### src/rtl/vet_ram.sv
// Generic single-port-write, single-port-read RAM with registered read.
// No dependencies.
`timescale 1ns / 1ps
`default_nettype none
module vet_ram #(
    parameter int WIDTH = 8,
    parameter int DEPTH = 16
) (
    input  wire                      i_clk,
    input  wire                      i_we,
    input  wire  [$clog2(DEPTH)-1:0] i_waddr,
    input  wire  [WIDTH-1:0]         i_wdata,
    input  wire  [$clog2(DEPTH)-1:0] i_raddr,
    output logic [WIDTH-1:0]         o_rdata
);
    logic [WIDTH-1:0] r_mem [DEPTH];

    always_ff @(posedge i_clk) begin
        if (i_we) begin
            r_mem[i_waddr] <= i_wdata;
        end
        o_rdata <= r_mem[i_raddr];
    end
endmodule
`default_nettype wire

### config.mk
export PLATFORM = sky130hd
export DESIGN_NAME = vet_ram
export DESIGN_NICKNAME = d
export VERILOG_FILES = /design/src/rtl/vet_ram.sv
export SDC_FILE = /design/constraint.sdc
export NUM_CORES = 1
export LEC_CHECK = 0
export ABC_AREA = 1
export BUFFER_PORTS_ARGS = -buffer_cell sky130_fd_sc_hd__buf_2
export CAP_MARGIN = 20
export CORE_ASPECT_RATIO = 1.4
export CORE_MARGIN = 2
export CORE_UTILIZATION = 45
export CTS_CLUSTER_SIZE = 24
export DETAILED_ROUTE_END_ITERATION = 8
export HOLD_SLACK_MARGIN = 0.08
export PLACE_DENSITY_LB_ADDON = 0.05
export SETUP_SLACK_MARGIN = 0.1
export SLEW_MARGIN = 40
export SYNTH_ARGS = -nofsm -noshare
export SYNTH_HDL_FRONTEND = slang
export SYNTH_SLANG_ARGS = --single-unit
export TNS_END_PERCENT = 10
### constraint.sdc
create_clock -name i_clk -period 1.3 [get_ports i_clk]
set_input_delay 0.26 -clock i_clk [delete_from_list [all_inputs] [get_ports i_clk]]
set_output_delay 0.26 -clock i_clk [all_outputs]
set_load 0.005 [all_outputs]
==> results.cfg <==
[outcome]
status = finished clean

[critical_path]
crit_family = flip-flops
reg2reg_from = r_mem[11][4]
slowest_stage = dfxtp_1
crit_path_end_kind = output port
path_max_fanout = 1
cp-start-kind = flip-flop
path_cells = buf_2
crit_type = reg -> out
reg2reg_depth = 6
critPathArrivalTime_ps = 910
r2r_end = o_rdata[4]
worst_ep_required_time_ps = 1040
r2r_slack_ps = 230
slowest_delay_ps = 370
path_buf_inv = 1

[power_and_ir_drop]
p_int_w = 0.00872
p_leak_nw = 3.07
swShare_pct = 20.4
power.density_nw_per_um2 = 1570
irDropWorstVdd_uv = 923
total_power_w = 0.0110
power_frac_comb_pct = 6.2
clock_power_share_pct = 48.8
seqPwrFrac_pct = 45.1
switchingPower_w = 0.00224

[synthesis]
yosysWarnings = 0
syn_area_sq_um = 5770
yosysMostFrequentCell = nand2_1
synthTopCellsByCount = 173 x nand2_1, 128 x edfxtp_1, 100 x inv_1
yosys.area.top_type = edfxtp_1
syn_avg_cell_area_sq_um = 10.5
synth_area_leaders = edfxtp_1 67%, nand2_1 11%, nand3_1 8.4%, inv_1 6.5%, dfxtp_1 2.8%
synth.distinct_cells = 12
yosysSeqAreaShare_pct = 69.4
synth-seq-cells = 136
synth_ff_type = edfxtp_1
syn-num-nets = 569
synth_top_cell_area_share_pct = 66.7
ys_async_sr_fraction_pct = 0
netlist_instances = 551
synth_edf_count = 128

[drt]
first_pass_iters = 5
wirelength_um = 13500
drt-vias-per-instance = 4.96
num_vias = 3830
drt-wirelength-per-cell_um = 17.5
drc = 0
postRouteAntennaNets = 0
drt_iter0_drc = 227

[timing]
maxSlewViolCount = 0
skew_ps = 5.80
fin_crit_sh_pct = 90.3
hold_ws_ps = 208
relSlewSlack_pct = 72.2
worst_slew_pin_slew_ps = 416
finalCriticalPeriod_ps = 1170
rsz0062_at_grt = false
hold_viol = 0
max_freq_mhz = 852
setup_viol = 0

[finish]
final_nets = 628
final_util_pct = 56.0
final_layout_size_suffix_gt1_share_pct = 15.4
synthToLayoutAreaGrowth_pct = 20.8
stdcell_count = 772
num_antenna_cells = 0

[hold_path]
hold_start = i_raddr[3]
hp-class = in -> reg
hold_depth = 3
min_to = o_rdata[3]

[clocking]
numClockSinks = 136
cts_setup_buffers = 0
cts_tree = done
htreeDepth = 4
clk_latency_ps = 410
numCtsBuffers = 17
path_clk_slew_ps = 60
clock_path_buffers = 2
cts_resized = 1
ctsHoldBuffers = 0
root_buffer = clkbuf_16

[floorplan]
coreArea_sq_um = 12400
std_cell_rows = 48
start_util_pct = 46.4
chipWidth_um = 99.7
ios = 26
dieArea_sq_um = 13700
die_h_um = 138

[placed_design]
port_buffers = 25
post-place-cells = 741
gp_congestion = 0.839
post-dp-hpwl_um = 8760

[flow_run]
drv_cap = 0

[grt]
grt_pass1_vias = 3866
overflow = 0
grt_first_pass_wirelength_um = 21000
grt_max_degree = 47
antenna_found_initial = 0
grt_usage_pct = 21.4
-- routing by layer --
metal / global-route usage (%) / wire length, um
met2: 35.6 / 6730
met3: 3.63 / 509
met4: 11.4 / 414
met1: 26.8 / 5890
met5: 0 / 0
-- worst max path at each step --
stage | start | to | slack (ps) | depth (start not counted)
CTS | o_rdata[3] | o_rdata[3] | 100 | 1
global placement | i_raddr[0] | o_rdata[3] | -150 | 8
global route | o_rdata[4] | o_rdata[4] | 100 | 1
floorplan | i_waddr[3] | r_mem[4][0] | 90 | 2
detailed placement | i_raddr[0] | o_rdata[4] | -160 | 8
finish | o_rdata[0] | o_rdata[0] | 130 | 1
-- registers in the layout (all words and copies together), names as in the netlist --
signal and count:
r_mem 128, o_rdata 8
-- layout by cell type (no fill, tap or decap), drive strengths merged --
master / n
inv: 102
clkinvlp: 1
nand3b: 2
nand3: 97
nor2: 17
buf: 64
clkinv: 6
clkbuf: 18
nand2: 173
edfxtp: 128
bufinv: 6
dfxtp: 8
-- power groups by stage --
stage	clock [W]	combinational, W	sequential [W]
after floorplan	0	0.000346	0.00502
after global placement	0	0.000681	0.00503
after detailed placement	0	0.000685	0.00503
after CTS	0.00540	0.000688	0.00494
after global routing	0.00558	0.000746	0.00494
final	0.00534	0.000674	0.00494
-- stage by stage --
stage | worst slack, ps | cell area, sq um | setup TNS (ps)
2_1_floorplan | 89.2 | 5770 | 0
3_3_place_gp | -154 | 6310 | -748
3_5_place_dp | -158 | 6310 | -702
4_1_cts | 102 | 6960 | 0
5_1_grt | 105 | 6960 | 0
6_report | 126 | 6960 | 0
-- kinds of logic after synthesis --
logic type | count (synthesis) | synth area share [%]
flip-flops | 136 | 69.4
buffers and inverters | 126 | 9.52
AND/OR/NAND/NOR | 289 | 21.0
-- area by class of cell --
cell class                 count  area [sq um]
clock buffer                  18           429
clock inverter                13           228
fill                        1081          5470
inverter                     102           383
multi-input combinational    289          1210
sequential                   136          4010
tap                          150           188
timing repair buffer          64           518
Note: power is estimated with default switching activity, not from simulation.
